$ cat src/hw/rtl/pcng_pkg.sv
// ----------------------------------------------------------------------------
// pcng_pkg: shared types and constants of the periodic cell neighbor generator
// Holds the register map, the neighbor slot table and the queue status type.
// ----------------------------------------------------------------------------
package pcng_pkg;

  // Register map of the configuration port
  localparam int unsigned CfgIdxW      = 3;
  localparam int unsigned CfgDataW     = 32;
  localparam logic [CfgIdxW-1:0] REG_CELLS_X    = 3'd0;
  localparam logic [CfgIdxW-1:0] REG_CELLS_Y    = 3'd1;
  localparam logic [CfgIdxW-1:0] REG_CELLS_Z    = 3'd2;
  localparam logic [CfgIdxW-1:0] REG_INV_SIZE_X = 3'd3;
  localparam logic [CfgIdxW-1:0] REG_INV_SIZE_Y = 3'd4;
  localparam logic [CfgIdxW-1:0] REG_INV_SIZE_Z = 3'd5;

  localparam int unsigned CountW = 7;
  localparam int unsigned PosW   = 32;
  localparam int unsigned InvW   = 32;

  // Result fields
  localparam int unsigned SlotW    = 5;
  localparam int unsigned IdxW     = 18;
  localparam int unsigned NumSlots = 27;
  localparam int unsigned LayerSlots = 9;
  localparam logic [SlotW-1:0] LAST_SLOT = SlotW'(NumSlots - 1);

  // Neighbor selector per axis: same cell, wrapped up, wrapped down
  typedef enum logic [1:0] {
    SEL_SAME = 2'd0,
    SEL_UP   = 2'd1,
    SEL_DOWN = 2'd2
  } sel_e;

  // (y, x) selector pair of each slot within one z layer
  localparam sel_e YSEL [LayerSlots] = '{SEL_SAME, SEL_SAME, SEL_SAME, SEL_UP, SEL_DOWN,
                                         SEL_UP, SEL_UP, SEL_DOWN, SEL_DOWN};
  localparam sel_e XSEL [LayerSlots] = '{SEL_SAME, SEL_UP, SEL_DOWN, SEL_SAME, SEL_SAME,
                                         SEL_UP, SEL_DOWN, SEL_UP, SEL_DOWN};

  // Status of a queue
  typedef struct packed {
    logic full;
    logic empty;
  } q_status_t;

endpackage

$ cat src/hw/rtl/pcng_fifo.sv
// ----------------------------------------------------------------------------
// pcng_fifo: small register queue
// First-in first-out buffer with occupancy count and full/empty status.
// ----------------------------------------------------------------------------
module pcng_fifo #(
  parameter int unsigned WIDTH = 8,
  parameter int unsigned DEPTH = 4,
  localparam int unsigned AW   = (DEPTH > 1) ? $clog2(DEPTH) : 1,
  localparam int unsigned CNTW = $clog2(DEPTH + 1)
) (
  input  logic                 clk_i,
  input  logic                 rst_ni,
  input  logic                 push_i,
  input  logic [WIDTH-1:0]     wdata_i,
  input  logic                 pop_i,
  output logic [WIDTH-1:0]     rdata_o,
  output pcng_pkg::q_status_t  status_o,
  output logic [CNTW-1:0]      count_o
);

  logic [WIDTH-1:0] mem_q [DEPTH];
  logic [AW-1:0]    wr_ptr_q, wr_ptr_d;
  logic [AW-1:0]    rd_ptr_q, rd_ptr_d;
  logic [CNTW-1:0]  cnt_q, cnt_d;
  logic             do_push, do_pop;

  assign status_o.full  = (cnt_q == CNTW'(DEPTH));
  assign status_o.empty = (cnt_q == '0);
  assign count_o        = cnt_q;
  assign do_push        = push_i & ~status_o.full;
  assign do_pop         = pop_i & ~status_o.empty;
  assign rdata_o        = mem_q[rd_ptr_q];

  // Advance pointers and occupancy
  always_comb begin
    wr_ptr_d = wr_ptr_q;
    rd_ptr_d = rd_ptr_q;
    cnt_d    = cnt_q;
    if (do_push) begin
      wr_ptr_d = (wr_ptr_q == AW'(DEPTH - 1)) ? '0 : wr_ptr_q + 1'b1;
    end
    if (do_pop) begin
      rd_ptr_d = (rd_ptr_q == AW'(DEPTH - 1)) ? '0 : rd_ptr_q + 1'b1;
    end
    if (do_push && !do_pop) begin
      cnt_d = cnt_q + 1'b1;
    end else if (!do_push && do_pop) begin
      cnt_d = cnt_q - 1'b1;
    end
  end

  always_ff @(posedge clk_i or negedge rst_ni) begin
    if (!rst_ni) begin
      wr_ptr_q <= '0;
      rd_ptr_q <= '0;
      cnt_q    <= '0;
    end else begin
      wr_ptr_q <= wr_ptr_d;
      rd_ptr_q <= rd_ptr_d;
      cnt_q    <= cnt_d;
    end
  end

  // Store written entry
  always_ff @(posedge clk_i) begin
    if (do_push) begin
      mem_q[wr_ptr_q] <= wdata_i;
    end
  end

endmodule

$ cat config.mk
export PLATFORM = sky130hd
export DESIGN_NAME = pcng_fifo
export DESIGN_NICKNAME = d
export VERILOG_FILES = /design/src/hw/rtl/pcng_pkg.sv /design/src/hw/rtl/pcng_fifo.sv
export SDC_FILE = /design/constraint.sdc
export NUM_CORES = 1
export LEC_CHECK = 0
export ABC_AREA = 1
export BUFFER_PORTS_ARGS = -buffer_cell sky130_fd_sc_hd__buf_4
export CAP_MARGIN = 20
export CORE_MARGIN = 2
export CORE_UTILIZATION = 48
export DETAILED_ROUTE_END_ITERATION = 10
export GPL_TIMING_DRIVEN = 0
export PLACE_DENSITY = 0.69
export SYNTH_ARGS = -nofsm -noshare
export SYNTH_HDL_FRONTEND = slang
export SYNTH_SLANG_ARGS = --single-unit
$ cat constraint.sdc
create_clock -name clk_i -period 4.7 [get_ports clk_i]
set_input_delay 0.47 -clock clk_i [delete_from_list [all_inputs] [get_ports clk_i]]
set_output_delay 0.47 -clock clk_i [all_outputs]
set_load 0.02 [all_outputs]
# Word-level counts from Yosys, hierarchy flattened
# Memories as Yosys holds them, arrays and structs flattened.
# Cells that the tools add are included.
[classes]
n_addsub = 4
eq_ne = 3
muxes = 6
n_bitwise = 4
n_reduce_logical = 6
[op_table]
columns = ["cell", "count"]
rows = [
  ["$mux 3", 2],
  ["$add 2x1->2 const B", 2],
  ["$eq 2x2->1 const B", 2],
  ["$mux 2", 2],
  ["$add 3x1->3 const B", 1],
  ["$eq 3x3->1 const B", 1],
  ["$logic_not 3->1", 1],
  ["$sub 3x1->3 const B", 1],
  ["$and 1x1->1", 2],
  ["$logic_and 1x1->1", 2],
  ["$logic_not 1->1", 2],
  ["$mux 1", 2],
  ["$not 1->1", 2],
  ["$reduce_bool 2->1", 1],
]
[totals]
register_bits = 7
ramBits = 32
inputBits = 12
out_inout_bits = 13
word_cells = 27
n_memories = 1
[memory_table]
columns = ["name", "words", "word_bits", "read_ports", "rd_clocked_by_memory_dff", "write_ports", "line_no", "rtl"]
rows = [
  ["mem_q", 4, 8, 1, 0, 1, "pcng_fifo.sv:21", "logic [WIDTH-1:0] mem_q [DEPTH];"],
]

# Depth between registers and ports, before layout
[depth]
depth_word = 7
ltp_mapped = 12
depth_no_buf = 12

# Worst setup path before layout
# No wires, ideal clock.
[synth_path]
kind = "flip-flop to flip-flop"
from = "register cnt_q[0], in the netlist count_o[0]"
to = "register cnt_q[2], in the netlist count_o[2]"
arrival_ps = 1701
t_required_ps = 4583
slack_ps = 2882
stages_incl_launch_ff = 12
path_cell_list = "dfrtp_1 -> inv_2 -> nand3_1 -> nand2_2 -> inv_1 -> ha_1 -> inv_1 -> fa_1 -> nand2_1 -> nand3_1 -> nand2_1 -> nand2_1"
[synth_via]
elab_chain_cells = 6
[synth_lines]
columns = ["item", "line_no", "rtl"]
rows = [
  ["from (decl)", "pcng_fifo.sv:24", "logic [CNTW-1:0] cnt_q, cnt_d;"],
  ["from (signal assigned)", "pcng_fifo.sv:60", "cnt_q <= cnt_d;"],
  ["$eq 3x3->1 (*)", "pcng_fifo.sv:27", "assign status_o.full = (cnt_q == CNTW'(DEPTH));"],
  ["$not 1->1 (*)", "pcng_fifo.sv:30", "assign do_push = push_i & ~status_o.full;"],
  ["$and 1x1->1 (*)", "pcng_fifo.sv:30", ""],
  ["net do_push", "pcng_fifo.sv:25", "logic do_push, do_pop;"],
  ["$logic_not 1->1", "pcng_fifo.sv:47", "end else if (!do_push && do_pop) begin"],
  ["$logic_and 1x1->1", "pcng_fifo.sv:47", ""],
  ["$reduce_bool 2->1 (no source line)", "n/a", ""],
]
# The timed path passes the listed nets; every way through them passes the cells marked *. The select of a mux whose other input is x is not followed.
# A chain may end at the register's enable or synchronous reset.

# Final worst setup path
[layout_path]
from = "register rd_ptr_q[1]"
to = "output port rdata_o[0]"
[layout_via]
elab_chain_cells = 1
[layout_lines]
columns = ["item", "line_no", "rtl"]
rows = [
  ["from (decl)", "pcng_fifo.sv:23", "logic [AW-1:0] rd_ptr_q, rd_ptr_d;"],
  ["from (signal assigned)", "pcng_fifo.sv:59", "rd_ptr_q <= rd_ptr_d;"],
  ["$mem_v2 4x8", "n/a", ""],
  ["to (decl)", "pcng_fifo.sv:16", "output logic [WIDTH-1:0] rdata_o,"],
]
# No other way between the ends.

==> out/results.txt <==
Net Sw Frac = 40.47%
Post-layout util = 60.22%
Final cell count without fillers = 233
DR iter-0 viols = 28
RSZ-0062 raised after global routing = no
Post-CTS Setup Bufs = 0
Pin count of the biggest net entering global routing = 12
Sw Pwr = 525.4 uW
Vias in the first global route = 1216
GPL Wtd Cong = 0.7521
CP endpoint kind = output port
Final Hold Viols = 0
CP peak stage delay = 0.41 ns
Largest family of logic cells by synthesized area = simple AND/OR/NAND/NOR gates
Worst Path Required = 4.23 ns
Largest area contributor in the netlist = edfxtp_1
I/O pin cnt = 25
Flops & latches, synth = 39
Min Hold Slack = 0.3254 ns
Post-layout worst setup margin = 2.673 ns
WS Path Type = flop to output port
Sequential fraction of the synthesis area = 64.58%
Die area = 4165 sq um
Clock power share = 12.3%
DRC = 0
Grt total ovfl = 0
CTS root buffer = clkbuf_4
Power Internal = 772.9 uW
Row count = 21
ANT nets after route = 0
CTS clk-pin slew, worst paths = 0.11 ns
Post-Syn Nets = 173
Die Y = 64.54 microns
Post-synthesis cell count = 154
Synth Flop Type = edfxtp_1
Total number of vias = 1132
Clk_lat worst skew = 0.34 ns
Post-Synth Adder-Cell Area = 5.405%
H-tree levels = 2
Endpoints failing setup = 0
Post-DR wirelength/cell = 13.95 microns
Top-count cell post-synth = nand2_1
Synth Warn # = 0
Placed Area = 1997 sq um
Syn avg cell area = 11.42 sq um
Peak VDD IR = 0.3467 mV
Total wire length = 3251 microns
Drt pass-1 iters = 4
Worst slew margin = 44.21%
PD cells = 631.2 nW/um^2
Syn-to-layout area delta = 16.93%
Synthesized area = 1759 sq um
Vias per inst = 4.858
Cells after DPL = 224
Pre-CTS setup slack = 2.797 ns
Mux cell area share after synthesis = 0%
Final period utilization = 43.13%
Final Net Count = 205
Layout cells sized above 1 = 20.32%
CTS tree = built
Simple-gate portion of the synthesized area = 12.09%
Crit-path cells = buf_6 -> inv_1 -> o211ai_1 -> nand2_1 -> buf_4
Leakage = 0.9253 nW
Num CTS Buffers = 5
Synth unique cells = 16
CP max-delay cell = dfrtp_1
Sink Count = 39
Status = finished, final reports clean
Inserted Diodes = 0
PortBufs = 24
Worst-margin pin slew = 0.8337 ns
Crit-path max FO = 10
Top post-synthesis cells by area = edfxtp_1 (55%), dfrtp_1 (10%), nand2_1 (8.1%)
Setup TNS = 0 ns
Async SR Flop Fraction = 17.95%
Initial core utilization = 51.50%
HP Class = input port to flop
Hpwl dp = 2278 microns
Core area = 3416 sq um
Arr. time, crit path = 1.56 ns
Post-CTS sizing = 0
Post-synthesis xor/xnor area fraction = 0.4979%
Clock Skew = 0.003544 ns
Post-synthesis compound-gate area fraction = 7.397%
Total power = 1.298 mW
Max Cap Viol = 0
Synth cell count leaders = nand2_1 (38), edfxtp_1 (32), inv_1 (31), o211ai_1 (15)
Gr usage total = 17.82%
Fin area = 2057 sq um
Pins over their slew limit = 0
First-pass GRT wire length = 5430 microns
Critical Path Start Type = flop
Number of synthesized flops with an enable pin = 32
Die width = 64.54 microns
Logic gate share of total power = 48.4%
Seq pwr share = 39.3%
Initial antenna violation count = 0
Maximum buffer depth of the clock tree = 2
Final worst path period need = 2.027 ns
Yosys top cell area share = 54.62%
Fmax = 0.4933 GHz
==> power groups by stage <==
stage / clock (mW) / combinational [mW] / sequential [mW]
4_1_cts: 0.164 / 0.637 / 0.510
6_report: 0.160 / 0.629 / 0.510
2_1_floorplan: 0 / 0.400 / 0.524
3_3_place_gp: 0 / 0.609 / 0.512
5_1_grt: 0.179 / 0.700 / 0.518
3_5_place_dp: 0 / 0.635 / 0.517
==> cells in the final DEF (no fill, tap or decap) <==
cell type	count
buf_4	24
buf_6	5
clkbuf_1	2
clkbuf_4	5
clkinv_2	1
dfrtp_1	7
dlygate4sd3_1	1
edfxtp_1	32
fa_1	1
ha_1	6
inv_1	31
inv_2	1
nand2_1	38
nand2_2	1
nand3_1	7
nand4_1	1
nor2_1	6
o211ai_1	15
o211ai_2	1
o21ai_0	1
xnor2_1	1
==> state kept, by name (all words and copies together) (netlist names) <==
signal / flops
wr_ptr_q: 2
rd_ptr_q: 2
mem_q: 32
count_o: 3
==> layer usage <==
metal	wire, microns	up-vias	track usage (%)
li1	-	572	-
met1	1325	534	19.51
met2	1747	21	32.94
met3	127	5	3.819
met4	51	0	7.979
met5	0	-	0
==> critical path, delay by kind of cell, from the launching register on <==
family / cells / cell delay (ns)
buffers and inverters: 3 / 0.54
AND/OR/NAND/NOR: 1 / 0.11
AO/OA/AOI/OAI: 1 / 0.16
flip-flops: 1 / 0.41
==> cell families (layout without fill, tap and decap cells) <==
group,Yosys count,in the layout
AO/OA/AOI/OAI,17,17
flip-flops,39,39
buffers and inverters,37,70
XOR/XNOR,1,1
AND/OR/NAND/NOR,53,53
adder cells (fa/ha/maj),7,7
==> worst paths after layout <==
path	start	end	slack (ns)	cells after the start
min	wdata_i[2]	mem_q[2][2]$_DFFE_PP_	0.33	1
max	rd_ptr_q[1]$_DFFE_PN0P_	rdata_o[0]	2.67	5
max reg2reg	count_o[1]$_DFFE_PN0P_	count_o[1]$_DFFE_PN0P_	2.80	9
max in group asynchronous	rst_ni	wr_ptr_q[1]$_DFFE_PN0P_	4.11	2
min in group asynchronous	rst_ni	rd_ptr_q[0]$_DFFE_PN0P_	0.47	2
min reg2reg	count_o[2]$_DFFE_PN0P_	count_o[2]$_DFFE_PN0P_	0.54	2
==> area by class of cell <==
cell class | instances | area [sq um]
sequential | 39 | 1136
clock inverter | 1 | 5.005
inverter | 32 | 120.1
buffer | 5 | 56.30
clock buffer | 7 | 45.04
fill | 292 | 1359
multi-input combinational | 78 | 446.7
tap | 46 | 57.56
timing repair buffer | 25 | 190.2
==> repair_timing <==
item,4_1_cts,5_1_grt
hold buffers,1,0
setup endpoints to repair,0,0
hold endpoints to repair,7,0
Note: power is estimated with default switching activity, not from simulation.
