==> config.mk <==
export PLATFORM = sky130hd
export DESIGN_NAME = pcng_back
export DESIGN_NICKNAME = d
export VERILOG_FILES = /design/src/hw/rtl/pcng_pkg.sv /design/src/hw/rtl/pcng_back.sv
export SDC_FILE = /design/constraint.sdc
export NUM_CORES = 1
export LEC_CHECK = 0
export ABC_AREA = 0
export BUFFER_PORTS_ARGS = -buffer_cell sky130_fd_sc_hd__buf_2
export CAP_MARGIN = 20
export CORE_ASPECT_RATIO = 1.1
export CORE_MARGIN = 2
export CORE_UTILIZATION = 50
export CTS_CLUSTER_DIAMETER = 100
export DETAILED_ROUTE_END_ITERATION = 10
export HOLD_SLACK_MARGIN = 0.05
export PLACE_DENSITY = 0.7
export SKIP_CTS_REPAIR_TIMING = 1
export SYNTH_ARGS = -nofsm -noshare
export SYNTH_HDL_FRONTEND = slang
export SYNTH_SLANG_ARGS = --single-unit
==> constraint.sdc <==
create_clock -name clk_i -period 6.9 [get_ports clk_i]
set_input_delay 0.345 -clock clk_i [delete_from_list [all_inputs] [get_ports clk_i]]
set_output_delay 0.345 -clock clk_i [all_outputs]
set_load 0.005 [all_outputs]
==> src/hw/rtl/pcng_pkg.sv <==
// ----------------------------------------------------------------------------
// pcng_pkg: shared types and constants of the periodic cell neighbor generator
// Holds the register map, the neighbor slot table and the queue status type.
// ----------------------------------------------------------------------------
package pcng_pkg;

  // Register map of the configuration port
  localparam int unsigned CfgIdxW      = 3;
  localparam int unsigned CfgDataW     = 32;
  localparam logic [CfgIdxW-1:0] REG_CELLS_X    = 3'd0;
  localparam logic [CfgIdxW-1:0] REG_CELLS_Y    = 3'd1;
  localparam logic [CfgIdxW-1:0] REG_CELLS_Z    = 3'd2;
  localparam logic [CfgIdxW-1:0] REG_INV_SIZE_X = 3'd3;
  localparam logic [CfgIdxW-1:0] REG_INV_SIZE_Y = 3'd4;
  localparam logic [CfgIdxW-1:0] REG_INV_SIZE_Z = 3'd5;

  localparam int unsigned CountW = 7;
  localparam int unsigned PosW   = 32;
  localparam int unsigned InvW   = 32;

  // Result fields
  localparam int unsigned SlotW    = 5;
  localparam int unsigned IdxW     = 18;
  localparam int unsigned NumSlots = 27;
  localparam int unsigned LayerSlots = 9;
  localparam logic [SlotW-1:0] LAST_SLOT = SlotW'(NumSlots - 1);

  // Neighbor selector per axis: same cell, wrapped up, wrapped down
  typedef enum logic [1:0] {
    SEL_SAME = 2'd0,
    SEL_UP   = 2'd1,
    SEL_DOWN = 2'd2
  } sel_e;

  // (y, x) selector pair of each slot within one z layer
  localparam sel_e YSEL [LayerSlots] = '{SEL_SAME, SEL_SAME, SEL_SAME, SEL_UP, SEL_DOWN,
                                         SEL_UP, SEL_UP, SEL_DOWN, SEL_DOWN};
  localparam sel_e XSEL [LayerSlots] = '{SEL_SAME, SEL_UP, SEL_DOWN, SEL_SAME, SEL_SAME,
                                         SEL_UP, SEL_DOWN, SEL_UP, SEL_DOWN};

  // Status of a queue
  typedef struct packed {
    logic full;
    logic empty;
  } q_status_t;

endpackage

==> src/hw/rtl/pcng_back.sv <==
// ----------------------------------------------------------------------------
// pcng_back: neighbor index sequencer
// Walks the 27 neighbor slots of the queued cell and computes each linear
// cell index in two registered steps into the result queue.
// ----------------------------------------------------------------------------
module pcng_back #(
  parameter int unsigned MAX_CELLS_PER_AXIS = 64,
  parameter int unsigned OUT_DEPTH = 4,
  localparam int unsigned CW = (MAX_CELLS_PER_AXIS > 1) ? $clog2(MAX_CELLS_PER_AXIS) : 1,
  localparam int unsigned NW = $clog2(MAX_CELLS_PER_AXIS + 1),
  localparam int unsigned OCW = $clog2(OUT_DEPTH + 1),
  localparam int unsigned OW = pcng_pkg::SlotW + pcng_pkg::IdxW + 1
) (
  input  logic                    clk_i,
  input  logic                    rst_ni,
  input  logic [2:0][NW-1:0]      cnt_i,
  input  logic [2:0][2:0][CW-1:0] q_rdata_i,
  input  pcng_pkg::q_status_t     q_status_i,
  output logic                    q_pop_o,
  output logic                    out_push_o,
  output logic [OW-1:0]           out_wdata_o,
  input  logic [OCW-1:0]          out_count_i
);

  localparam int unsigned ZW = CW + NW;
  localparam int unsigned IW = ZW + NW;

  logic [1:0]                   layer_q, layer_d;
  logic [3:0]                   pos_q, pos_d;
  logic [pcng_pkg::SlotW-1:0]   slot_q, slot_d;
  logic                         issue, slot_last;
  logic [CW-1:0]                xv, yv, zv;
  logic                         a_vld_q;
  logic [pcng_pkg::SlotW-1:0]   a_slot_q;
  logic [ZW-1:0]                a_zy_q;
  logic [CW-1:0]                a_x_q;
  logic [IW-1:0]                idx;

  function automatic logic [CW-1:0] pick(logic [2:0][CW-1:0] v, pcng_pkg::sel_e s);
    logic [CW-1:0] r;
    unique case (s)
      pcng_pkg::SEL_UP:   r = v[pcng_pkg::SEL_UP];
      pcng_pkg::SEL_DOWN: r = v[pcng_pkg::SEL_DOWN];
      default:            r = v[pcng_pkg::SEL_SAME];
    endcase
    return r;
  endfunction

  // Issue a slot when a cell is queued and the result queue has room for it and the one in flight
  assign issue = ~q_status_i.empty &
                 ((OCW'(a_vld_q) + out_count_i) < OCW'(OUT_DEPTH));
  assign slot_last = (slot_q == pcng_pkg::LAST_SLOT);
  assign q_pop_o   = issue & slot_last;

  // Advance slot, position within layer and layer
  always_comb begin
    slot_d  = slot_q;
    pos_d   = pos_q;
    layer_d = layer_q;
    if (issue) begin
      if (slot_last) begin
        slot_d  = '0;
        pos_d   = '0;
        layer_d = '0;
      end else begin
        slot_d = slot_q + 1'b1;
        if (pos_q == 4'(pcng_pkg::LayerSlots - 1)) begin
          pos_d   = '0;
          layer_d = layer_q + 1'b1;
        end else begin
          pos_d = pos_q + 1'b1;
        end
      end
    end
  end

  always_ff @(posedge clk_i or negedge rst_ni) begin
    if (!rst_ni) begin
      slot_q  <= '0;
      pos_q   <= '0;
      layer_q <= '0;
      a_vld_q <= 1'b0;
    end else begin
      slot_q  <= slot_d;
      pos_q   <= pos_d;
      layer_q <= layer_d;
      a_vld_q <= issue;
    end
  end

  // Select neighbor coordinates of the current slot
  assign xv = pick(q_rdata_i[0], pcng_pkg::XSEL[pos_q]);
  assign yv = pick(q_rdata_i[1], pcng_pkg::YSEL[pos_q]);
  assign zv = pick(q_rdata_i[2], pcng_pkg::sel_e'(layer_q));

  // First step: z * ny + y
  always_ff @(posedge clk_i) begin
    if (issue) begin
      a_slot_q <= slot_q;
      a_zy_q   <= ZW'(zv) * ZW'(cnt_i[1]) + ZW'(yv);
      a_x_q    <= xv;
    end
  end

  // Second step: (z * ny + y) * nx + x, registered by the result queue
  assign idx         = IW'(a_zy_q) * IW'(cnt_i[0]) + IW'(a_x_q);
  assign out_push_o  = a_vld_q;
  assign out_wdata_o = {a_slot_q, pcng_pkg::IdxW'(idx), a_slot_q == pcng_pkg::LAST_SLOT};

endmodule

; ---- Word-level counts from Yosys, hierarchy flattened
; Memory sizes are Yosys's and may differ from the RTL's.
; Index checks and enable logic that the tools add are counted.
[word_totals]
input_bits = 82
memories = 2
rom_bits = 64
reg_bits = 36
output_inout_bits = 26
[mem_list]
columns = memory, depth, width, rd, rd_clocked_by_memory_dff, write_ports, line_no
row1 = (no name shown), 16, 2, 1, 0, 0, pcng_back.sv:93  ; assign yv = pick(q_rdata_i[1], pcng_pkg::YSEL[pos_q]);
row2 = (no name shown), 16, 2, 1, 0, 0, pcng_back.sv:92  ; assign xv = pick(q_rdata_i[0], pcng_pkg::XSEL[pos_q]);
[op_classes]
mux = 12
n_addsub = 6
n_eq_ne = 9
reduce_logical = 2
n_lt_le_gt_ge = 2
mul = 2
bitwise_logic = 4
[op_table]
columns = cell, count
row1 = $pmux 6 s2, 3
row2 = $add 18x6->18, 1
row3 = $mul 13x7->18, 1
row4 = $add 13x6->13, 1
row5 = $mul 6x7->13, 1
row6 = $mux 2, 6
row7 = $eq 5x5->1 const B, 2
row8 = $mux 4, 2
row9 = $eq 2x1->1 const B, 3
row10 = $eq 2x2->1 const B, 3
row11 = $add 5x1->5 const B, 1
row12 = $ge 5x5->1 const B, 1
row13 = $mux 5, 1
row14 = $not 4->5, 1
row15 = $add 4x1->4 const B, 1
row16 = $eq 4x4->1 const B, 1
row17 = $add 1x3->3, 1
row18 = $lt 3x3->1 const B, 1
row19 = $add 2x1->2 const B, 1
row20 = $and 1x1->1, 2
row21 = $reduce_and 2->1, 1
row22 = $reduce_bool 2->1, 1
row23 = $not 1->1, 1

; ---- Logic depth before layout (Yosys ltp)
; Gate-level depths: netlist (run 1).
[logic_depth]
word_depth = 7
depth_mapped = 21
mapped_depth_nobuf = 21

; ---- Worst setup path after synthesis (run 1)
; No wires, ideal clock.
[synth_path]
path_type = flip-flop to flip-flop
start = register layer_q[0]
end = register a_zy_q[11] (data pin)
setup_slack_ps = 1910
setup_ps = 258
path_stages_with_launch = 21
required_time_ps = 6642
period_less_slack_ps = 4990
arrival_time_ps = 4732
cell_sequence = dfrtp_1 -> inv_1 -> ha_1 -> clkbuf_1 -> nor2_1 -> a21oi_1 -> nor2b_1 -> fa_1 -> inv_1 -> fa_1 -> inv_1 -> fa_1 -> inv_1 -> fa_1 -> inv_1 -> ha_1 -> o21a_1 -> a21oi_1 -> o21ai_0 -> a21oi_1 -> xnor2_1
[synth_via]
elab_chain_len = 4
word_cells_on_any_way = 5
cone_classes = add/sub: 1 / mul: 1 / eq/ne: 2 / mux: 1
[synth_lines]
columns = item, line_no
row1 = start: declaration, pcng_back.sv:28  ; logic [1:0] layer_q, layer_d;
row2 = start signal: assignment, pcng_back.sv:86  ; layer_q <= layer_d;
row3 = $eq 2x2->1 or $eq 2x1->1 (tied branches), pcng_back.sv:41  ; unique case (s)
row4 = $pmux 6 s2 *, pcng_back.sv:41
row5 = $mul 6x7->13 *, pcng_back.sv:100  ; a_zy_q <= ZW'(zv) * ZW'(cnt_i[1]) + ZW'(yv);
row6 = $add 13x6->13 *, pcng_back.sv:100
row7 = end signal: assignment, pcng_back.sv:100
row8 = end: declaration, pcng_back.sv:35  ; logic [ZW-1:0] a_zy_q;
; Every way passes the cells marked *; elsewhere a longest branch is shown, timed or not.
; A chain may end at the register's enable or synchronous reset.

; ---- Worst setup path in the final report (run 1)
[layout_path]
start = register a_zy_q[9]
end = output out_wdata_o[18]
[layout_via]
elab_chain_len = 2
[layout_lines]
columns = item, line_no
row1 = $mul 13x7->18, pcng_back.sv:106  ; assign idx = IW'(a_zy_q) * IW'(cnt_i[0]) + IW'(a_x_q);
row2 = $add 18x6->18, pcng_back.sv:106
row3 = end: declaration, pcng_back.sv:21  ; output logic [OW-1:0] out_wdata_o,
; No other way between the ends.

==> results of run 1 <==
==> stage by stage <==
step / util / worst slack [ns] / hold slack [ns] / cell area [um^2] / cells
floorplan: - / 1.910 / 0.04941 / 6346 / 697
CTS: 0.5729 / 1.451 / -0.05555 / 7151 / 947
global placement: 0.5594 / 1.644 / 0.2372 / 6983 / 939
detailed placement: 0.5594 / 1.516 / 0.2475 / 6983 / 939
global route: 0.5759 / 1.062 / 0.3781 / 7188 / 949
finish: 0.5759 / 1.449 / 0.3465 / 7188 / 949
==> Yosys cell counts, types with 2 or more instances <==
cell	instances
inv_1	114
ha_1	84
fa_1	83
nand2_1	78
and2_1	65
o21ai_0	32
a21oi_1	28
edfxtp_1	24
nor2b_1	23
a22oi_1	18
nor2_1	17
xnor2_1	17
clkbuf_1	12
dfrtp_1	12
xor2_1	9
nand3_1	8
a21o_1	7
nor3_1	7
nand2b_1	6
o21a_1	5
a31oi_1	4
nand4b_1	4
and3_1	3
mux2i_1	3
o211ai_1	3
o31ai_1	3
a21oi_2	2
a22o_1	2
buf_2	2
nand3b_1	2
nand4_1	2
or2_2	2
or3_1	2
==> cell families after synthesis <==
| kind of cell | share of synthesized area |
|---|---|
| flip-flops | 0.1609 |
| adder cells (fa/ha/maj) | 0.4274 |
| multiplexers | 0.004732 |
| AO/OA/AOI/OAI | 0.1118 |
| buffers and inverters | 0.07669 |
| XOR/XNOR | 0.03588 |
| AND/OR/NAND/NOR | 0.1826 |
==> final timing paths <==
| kind | cells after the start | end | from | slack [ns] |
|---|---|---|---|---|
| min in group asynchronous | 2 | pos_q[0] | rst_ni | 0.48 |
| worst max register to register | 17 | a_zy_q[12] | layer_q[0] | 1.49 |
| max in group asynchronous | 2 | slot_q[2] | rst_ni | 6.19 |
| worst min register to register | 2 | layer_q[1] | layer_q[1] | 0.52 |
| worst min-delay path | 3 | a_x_q[1] | q_rdata_i[1] | 0.35 |
| worst max-delay path | 14 | out_wdata_o[18] | a_zy_q[9] | 1.45 |
==> state kept, by name, summed over array words and instances, names as in the netlist <==
register and cells:
a_zy_q 13, slot_q 5, a_slot_q 5, a_x_q 6
out_push_o 1, layer_q 2, pos_q 4
==> worst register-to-register path, cell delays in order, from the launching register on <==
cell and delay, ns:
dfrtp_1 0.40, inv_1 0.06, ha_1 0.43, o21ai_0 0.62, nand2_1 0.17, fa_1 0.52, fa_1 0.54, inv_1 0.05
fa_1 0.52, inv_1 0.05, fa_1 0.52, inv_1 0.04, ha_1 0.35, a21oi_1 0.19, nand3_1 0.16, o211ai_1 0.26
a21oi_1 0.12, xnor2_1 0.13
==> per-layer routing <==
metal	global-route usage	wire length [um]	part of all wire	up-vias
met5	0	0	0	-
met2	0.3742	6724	0.52	108
li1	-	-	-	2461
met3	0.02090	435	0.034	16
met1	0.2362	5519	0.43	2406
met4	0.05324	189	0.015	0
==> cell type report <==
class / count / area (um^2) / share of cell area
inverters: 115 / 431.7 / 0.06005
clock inverters: 3 / 42.54 / 0.005918
flip-flops and latches: 36 / 1021 / 0.1420
repair buffers: 101 / 533.0 / 0.07415
clock buffers: 5 / 125.1 / 0.01741
well taps: 157 / 196.4 / 0.02733
multi-input cells: 532 / 4838 / 0.6731
==> summary.txt, run 1 <==
Critical path
  – Peak fanout along the critical path: 9
  – Crit path cell chain: and2_1 -> fa_1 -> inv_1 -> fa_1 -> fa_1 -> inv_1 -> fa_1 -> ha_1 -> a21oi_1 -> o21ai_0 -> a2111oi_0 -> a21oi_1 -> xnor2_1 -> buf_2
  – Worst EP required: about 6.6 ns
  – Worst Setup End Kind: primary output
  – CP arrival: 5.11 ns
  – Critical Path Most Common Cell: fa_1
  – CP max stage cell: fa_1
  – Crit Path Class: register to primary output
  – Startpoint Class: register
  – Slowest cell delay on critical path: around 0.54 ns
  – Critical path's top delay family: adder cells
  – Crit path buffers/inverters: 3

Route
  – Drt pass-1 iters: 4
  – Total routed wirelength: between 10000 and 15000 um
  – DR iter-0 viols: approximately 230
  – Final ANT Viol Nets: 0
  – Remaining DRCs: 0
  – Vias/cell: ~5.3
  – Vias: roughly 5000
  – Drt wl/cell: about 14 um

Yosys
  – Post-synthesis sequential area ratio: 0.1609
  – Post-synth top area share: 0.2618
  – Ys Warns: 0
  – Area contributors post-synth: fa_1, ha_1, edfxtp_1, inv_1, and2_1
  – #FFs+latches synth: 36
  – Top_reg_cell synth: edfxtp_1
  – Cell taking the most area after synthesis: fa_1
  – Distinct cells, synth: 47
  – Mapped Avg Cell Area: between 9 and 10 um^2
  – Post-Syn Nets: about 950
  – Asr flop ratio synth: 0.3333
  – Synth Instances: ~700
  – Synth Cell Area: ~0.0063 mm^2
  – EDFF count, synth: 24

Global routing
  – Vias in the first global route: 5293
  – GRT Residual Overflow: 0
  – First-pass GRT wire length: 22490 um
  – Largest net degree at the start of global routing: 35
  – Initial antenna violation count: 0
  – Tot GR Track Use: 0.1963

Timing
  – Rel. slew slack: 0.5301
  – Final Setup Violations: 0
  – RSZ-0062 raised after global routing: false
  – Period utilization: 0.7900
  – Setup TNS: 0 ns
  – Tightest Pin Transition: about 0.7 ns
  – Final Critical Period: 5.451 ns
  – Maximum clock rate: between 0.15 and 0.2 GHz
  – Final worst clock skew: ~0.0089 ns
  – Final number of max-transition violations: 0
  – Final Hold Vio Count: 0

Clocking
  – Clk sinks: 36
  – Skew-Pair Late Insertion Delay: 0.28 ns
  – Clock Path Buffers: 2
  – Root buffer cell: clkbuf_16
  – CTS H-Tree Depth: 2
  – Clock transition at the registers of the reported paths: about 0.06 ns
  – CTS tree: built
  – Cts bufs inserted: 5

Status
  – Outcome: complete, no violations

Floorplanning
  – Core area: 0.01248 mm^2
  – Chip height: 122.2 um
  – # IOs: around 110
  – Cell Rows: between 40 and 50
  – Die ar.: around 0.014 mm^2
  – Chip width: about 110 um
  – Initial Util: 0.5084

Finish
  – Final net count: 1040
  – Commonest cells after routing, fill and taps aside: inv_1, buf_2, ha_1
  – Layout cells sized above 1: 0.1427
  – Antenna diodes: 0
  – Most common cell after layout, fill and taps aside: inv_1
  – Fillcell total: roughly 1100
  – Layout area overhead: 13.27%

Place
  – Detailed Place HPWL: 10950 um
  – Routability cong.: 0.8543
  – I/O Buffers: 99

Worst hold path
  – Hold Crit Class: input pin to register

Job
  – Max-cap violations: 0
Power of run 1 is left out: the tool's default activity adds up to more than one toggle a clock period on the data nets, which glitch-free logic cannot reach.
==> inputs of run 2 (changes only) <==
PLACE_DENSITY = 0.73   (was 0.7)
clock period = 4.8 ns   (was 6.9 ns; I/O delays follow)
==> summary.txt, run 2 (same netlist as run 1, synthesis figures left out) <==
Global routing
  – Tot GR Track Use: 0.1977 (+0.001372)
  – GRT Residual Overflow: 0 (unchanged)
  – Initial antenna violation count: 0 (unchanged)
  – Largest net degree at the start of global routing: 35 (unchanged)
  – Vias in the first global route: 5379 (+1.6%)
  – First-pass GRT wire length: 22680 um (+0.86%)

Place
  – Worst slack at placement: -0.1507 ns (-1.666 ns)
  – Routability cong.: 0.8924 (+4.5%)
  – I/O Buffers: 99 (unchanged)
  – Detailed Place HPWL: 11350 um (+3.6%)
  – DP Area: 0.007204 mm^2 (+3.2%)

Critical path
  – Crit path buffers/inverters: 5 (+2)
  – CP arrival: 4.62 ns (-0.49 ns)
  – Peak fanout along the critical path: 5 (-4)
  – Worst reg2reg endpoint: a_zy_q[12]
  – Critical path's top delay family: adder cells
  – CP max stage cell: fa_1
  – Reg-to-Reg Start: layer_q[1]
  – Setup crit start: a_zy_q[5]
  – Levels on crit path: 16 (+2)
  – Worst Setup End Kind: primary output
  – Crit Path Class: register to primary output
  – Slowest cell delay on critical path: 0.55 ns (about the same)
  – Critical Path Most Common Cell: fa_1
  – Crit path cell chain: and2_4 -> fa_1 -> inv_2 -> fa_1 -> inv_2 -> fa_1 -> inv_1 -> fa_1 -> inv_2 -> ha_4 -> nand4b_1 -> a21oi_2 -> o31a_1 -> or2_1 -> o311a_1 -> buf_2
  – R2r setup slk: 0.19 ns (-1.30 ns)
  – Startpoint Class: register
  – FF-to-FF path depth: 20 (+3)
  – Worst EP required: 4.56 ns (-1.99 ns)

Floorplanning
  – Initial Util: 0.5084 (unchanged)
  – Chip width: 111.4 um (unchanged)
  – # IOs: 108 (unchanged)
  – Cell Rows: 43 (unchanged)
  – Die ar.: 0.01361 mm^2 (unchanged)
  – Core area: 0.01248 mm^2 (unchanged)
  – Chip height: 122.2 um (unchanged)

Finish
  – Reg with most FFs: a_zy_q
  – Number of flip-flops in the largest register: 13 (unchanged)
  – Design area: 0.007859 mm^2 (+9.3%)
  – Antenna diodes: 0 (unchanged)
  – Fillcell total: 1053 (-7.1%)
  – Top flop regs: a_zy_q: 13 flops, a_x_q: 6 flops
  – Commonest cells after routing, fill and taps aside: inv_1, buf_2, fa_1
  – Final net count: 1094 (+5.2%)
  – Most common cell after layout, fill and taps aside: inv_1
  – Multi-input logic area: 0.005095 mm^2 (+5.3%)
  – Layout cells sized above 1: 0.2553 (+0.1126)
  – Total area of sequential cells: 0.001022 mm^2 (+0.12%)
  – Layout area overhead: 23.84%

Clocking
  – Clk sinks: 36 (unchanged)
  – Skew-Pair Late Insertion Delay: 0.28 ns (about the same)
  – CTS H-Tree Depth: 2 (unchanged)
  – CTS tree: built
  – Cts bufs inserted: 5 (unchanged)
  – Clock transition at the registers of the reported paths: 0.06 ns (about the same)
  – Clock Path Buffers: 2 (unchanged)
  – Root buffer cell: clkbuf_16

Timing
  – RSZ-0062 raised after global routing: true
  – Worst hold slack: 0.2432 ns (-0.1033 ns)
  – Rel. slew slack: 0.7049 (+0.1747)
  – Final number of max-transition violations: 0 (unchanged)
  – Final Hold Vio Count: 0 (unchanged)
  – Final Critical Period: 4.864 ns
  – Final worst clock skew: 0.009648 ns (+0.0007001 ns)
  – Final Setup Violations: 4 (+4)
  – Final worst slack: -0.06363 ns (-1.513 ns)
  – Maximum clock rate: 0.2056 GHz
  – Tightest Pin Transition: 0.4400 ns (-0.2575 ns)
  – Period utilization: 1.013

Route
  – Vias: 5322 (+6.6%)
  – Remaining DRCs: 0 (unchanged)
  – Final ANT Viol Nets: 0 (unchanged)
  – Drt wl/cell: 13.96 um (+2.9%)
  – DR iter-0 viols: 239 (+5.8%)
  – Drt pass-1 iters: 4 (unchanged)
  – Vias/cell: 5.306 (+0.89%)
  – Total routed wirelength: 14000 um (+8.8%)

Worst hold path
  – Hold path endpoint: a_x_q[0]
  – Hold Crit Class: input pin to register
  – Hold Path Origin: q_rdata_i[0]
  – Hold path cells: 3 (unchanged)

Job
  – Max-cap violations: 0 (unchanged)

Status
  – Failing checks: setup timing
  – Outcome: finished with violations
## run 2: cell count changes in the layout (fill, tap and decap cells not counted), moves of 6 or more
cell	delta
and2_4	+7
o21ai_1	+6
inv_2	+7
buf_4	+52
inv_1	-7
a21oi_2	+7
and2_1	-7
o21ai_0	-7
a21oi_1	-10
ha_1	-11
ha_4	+10
## run 2: worst min-delay path, cell delays in order
cell     delay [ns]
buf_2          0.07
nand2_1        0.04
o21ai_0        0.06
## run 2: cell type report
cell class | instances | share of cell area
Sequential cell | 36 | 0.1301
Tap cell | 157 | 0.02500
Inverter | 115 | 0.05493
Timing Repair Buffer | 155 | 0.1204
Multi-Input combinational cell | 532 | 0.6483
Clock inverter | 3 | 0.005413
Clock buffer | 5 | 0.01592
## run 2: routing by layer
metal / share of wire / GRT usage
met1: 0.42 / 0.2291
met2: 0.53 / 0.3777
met3: 0.029 / 0.01692
met4: 0.026 / 0.07948
met5: 0 / 0
## run 2: worst max-delay path by stage
stage                                  to
final                     out_wdata_o[16]
after global routing      out_wdata_o[17]
after CTS                 out_wdata_o[15]
after detailed placement       a_zy_q[12]
after global placement         a_zy_q[11]
after floorplan                a_zy_q[11]
## run 2: per-stage QoR
stage | util | instances | setup TNS, ns
after floorplan | - | 697 | 0
after global placement | 0.5772 | 967 | -0.01118
after detailed placement | 0.5772 | 967 | -0.6283
after CTS | 0.5906 | 975 | -2.060
after global routing | 0.6296 | 1003 | -1.321
final | 0.6296 | 1003 | -0.1491
Power of run 2 is left out for the same reason.
==> inputs of run 3 (changes only) <==
CELL_PAD_IN_SITES_DETAIL_PLACEMENT = 0   (was default)
CELL_PAD_IN_SITES_GLOBAL_PLACEMENT = 1   (was default)
CORE_UTILIZATION = 30   (was 50)
PLACE_DENSITY = 0.6   (was 0.73)
==> summary.txt, run 3 (same netlist as run 1, synthesis figures left out) <==
Route
  – Final ANT Viol Nets: 0 (unchanged)
  – Total routed wirelength: 14100 um (+0.75%)
  – Vias: 5033 (-5.4%)
  – DR iter-0 viols: 139 (-42%)
  – Remaining DRCs: 0 (unchanged)
  – Vias/cell: 4.542 (-14%)
  – Drt wl/cell: 12.73 um (-8.8%)
  – Drt pass-1 iters: 4 (unchanged)

Critical path
  – Crit Path Class: register to primary output
  – Worst EP required: 4.56 ns (about the same)
  – Crit path cell chain: and2_4 -> fa_1 -> inv_2 -> fa_1 -> inv_2 -> fa_1 -> inv_2 -> fa_1 -> inv_2 -> ha_4 -> a21oi_4 -> a21oi_2 -> o31a_1 -> or2_1 -> o311a_1 -> buf_2
  – R2r setup slk: 0.18 ns (about the same)
  – CP max stage cell: fa_1
  – Worst reg2reg endpoint: a_zy_q[10]
  – Reg-to-Reg Start: layer_q[0]
  – Slowest cell delay on critical path: 0.54 ns (about the same)
  – Peak fanout along the critical path: 4 (-1)
  – Startpoint Class: register
  – FF-to-FF path depth: 20 (unchanged)
  – Worst Setup End Kind: primary output
  – CP arrival: 4.58 ns (-0.04 ns)

Clocking
  – Clk sinks: 36 (unchanged)
  – CTS H-Tree Depth: 2 (unchanged)
  – Cts bufs inserted: 5 (unchanged)
  – Clock Path Buffers: 2 (unchanged)
  – CTS tree: built
  – Skew-Pair Late Insertion Delay: 0.28 ns (about the same)
  – Clock transition at the registers of the reported paths: 0.06 ns (about the same)
  – Root buffer cell: clkbuf_16

Place
  – Worst slack at placement: -0.1294 ns (+0.02130 ns)
  – DP Area: 0.007471 mm^2 (+3.7%)
  – Detailed Place HPWL: 12320 um (+8.6%)
  – Routability cong.: 0.8064 (-9.6%)
  – I/O Buffers: 99 (unchanged)

Global routing
  – Tot GR Track Use: 0.1318 (-0.06590)
  – First-pass GRT wire length: 24250 um (+6.9%)
  – Vias in the first global route: 5218 (-3.0%)
  – Largest net degree at the start of global routing: 34 (-2.9%)
  – Initial antenna violation count: 0 (unchanged)
  – GRT Residual Overflow: 0 (unchanged)

Floorplanning
  – Chip height: 156.5 um (+28%)
  – Chip width: 142.7 um (+28%)
  – # IOs: 108 (unchanged)
  – Cell Rows: 55 (+28%)
  – Die ar.: 0.02233 mm^2 (+64%)
  – Core area: 0.02064 mm^2 (+65%)
  – Initial Util: 0.3074 (-0.2010)

Finish
  – Number of flip-flops in the largest register: 13 (unchanged)
  – Commonest cells after routing, fill and taps aside: inv_1, buf_2, fa_1
  – Design area: 0.008025 mm^2 (+2.1%)
  – Layout cells sized above 1: 0.2629 (+0.007592)
  – Top flop regs: a_zy_q: 13 flops, a_x_q: 6 flops
  – Most common cell after layout, fill and taps aside: inv_1
  – Final net count: 1100 (+0.55%)
  – Layout area overhead: 26.46%
  – Antenna diodes: 0 (unchanged)
  – Reg with most FFs: a_zy_q

Worst hold path
  – Hold Path Origin: q_rdata_i[1]
  – Hold Crit Class: input pin to register
  – Hold path endpoint: a_x_q[1]
  – Hold path cells: 3 (unchanged)

Timing
  – Final Hold Vio Count: 0 (unchanged)
  – Final worst clock skew: 0.006927 ns (-0.002721 ns)
  – Final Setup Violations: 2 (-2)
  – Final number of max-transition violations: 0 (unchanged)
  – RSZ-0062 raised after global routing: true
  – Tightest Pin Transition: 0.4807 ns (+0.04078 ns)
  – Worst hold slack: 0.2387 ns (-0.004507 ns)
  – Period utilization: 1.004 (-0.009543)
  – Maximum clock rate: 0.2076 GHz (+0.95%)
  – Final Critical Period: 4.818 ns (-0.04581 ns)
  – Rel. slew slack: 0.6761 (-0.02876)
  – Final worst slack: -0.01782 ns (+0.04581 ns)

Status
  – Outcome: finished with violations
  – Failing checks: setup timing

Job
  – Max-cap violations: 0 (unchanged)
[run 3: changes by cell type in the layout (fill, tap and decap cells not counted), sizes merged]
cell | before | now
buf | 154 | 160
[run 3: worst max-delay path, delay by kind of cell (launching register included)]
kind / cells / cell delay (ns)
AND/OR/NAND/NOR: 2 / 0.45
AO/OA/AOI/OAI: 4 / 0.85
flip-flops: 1 / 0.44
adder cells (fa/ha/maj): 5 / 2.25
buffers and inverters: 5 / 0.29
[run 3: per-layer routing]
layer,global-route usage,part of all wire,up-vias
li1,-,-,2576
met3,0.009180,0.021,20
met5,0,0,-
met1,0.1686,0.47,2365
met4,0.03772,0.019,0
met2,0.2386,0.49,72
[run 3: area by class of cell]
| class | instances | area, um^2 |
|---|---|---|
| Clock buffer | 5 | 125.1 |
| Fill cell | 2163 | 12620 |
| Clock inverter | 3 | 42.54 |
| Sequential cell | 36 | 1021 |
| Tap cell | 256 | 320.3 |
| Inverter | 115 | 431.7 |
| Timing Repair Buffer | 161 | 970.9 |
| Multi-Input combinational cell | 532 | 5114 |
[run 3: stage by stage]
| stage | utilization | std cells | TNS [ns] |
|---|---|---|---|
| floorplan | - | 697 | 0 |
| global placement | 0.3619 | 1085 | -0.1724 |
| detailed placement | 0.3619 | 1085 | -0.4671 |
| CTS | 0.3700 | 1093 | -1.988 |
| global route | 0.3887 | 1108 | -0.8084 |
| finish | 0.3887 | 1108 | -0.02790 |
[run 3: how the worst max path moves through the flow]
| stage | from | to | slack (ns) | depth (start not counted) |
|---|---|---|---|---|
| 2_1_floorplan | layer_q[0] | a_zy_q[11] | 0.003 | 19 |
| 3_3_place_gp | layer_q[0] | a_zy_q[12] | -0.06 | 20 |
| 3_5_place_dp | layer_q[0] | a_zy_q[12] | -0.13 | 17 |
| 4_1_cts | a_zy_q[3] | out_wdata_o[15] | -0.34 | 16 |
| 5_1_grt | a_zy_q[4] | out_wdata_o[17] | -0.18 | 17 |
| 6_report | a_zy_q[3] | out_wdata_o[16] | -0.02 | 16 |
Power of run 3 is left out for the same reason.
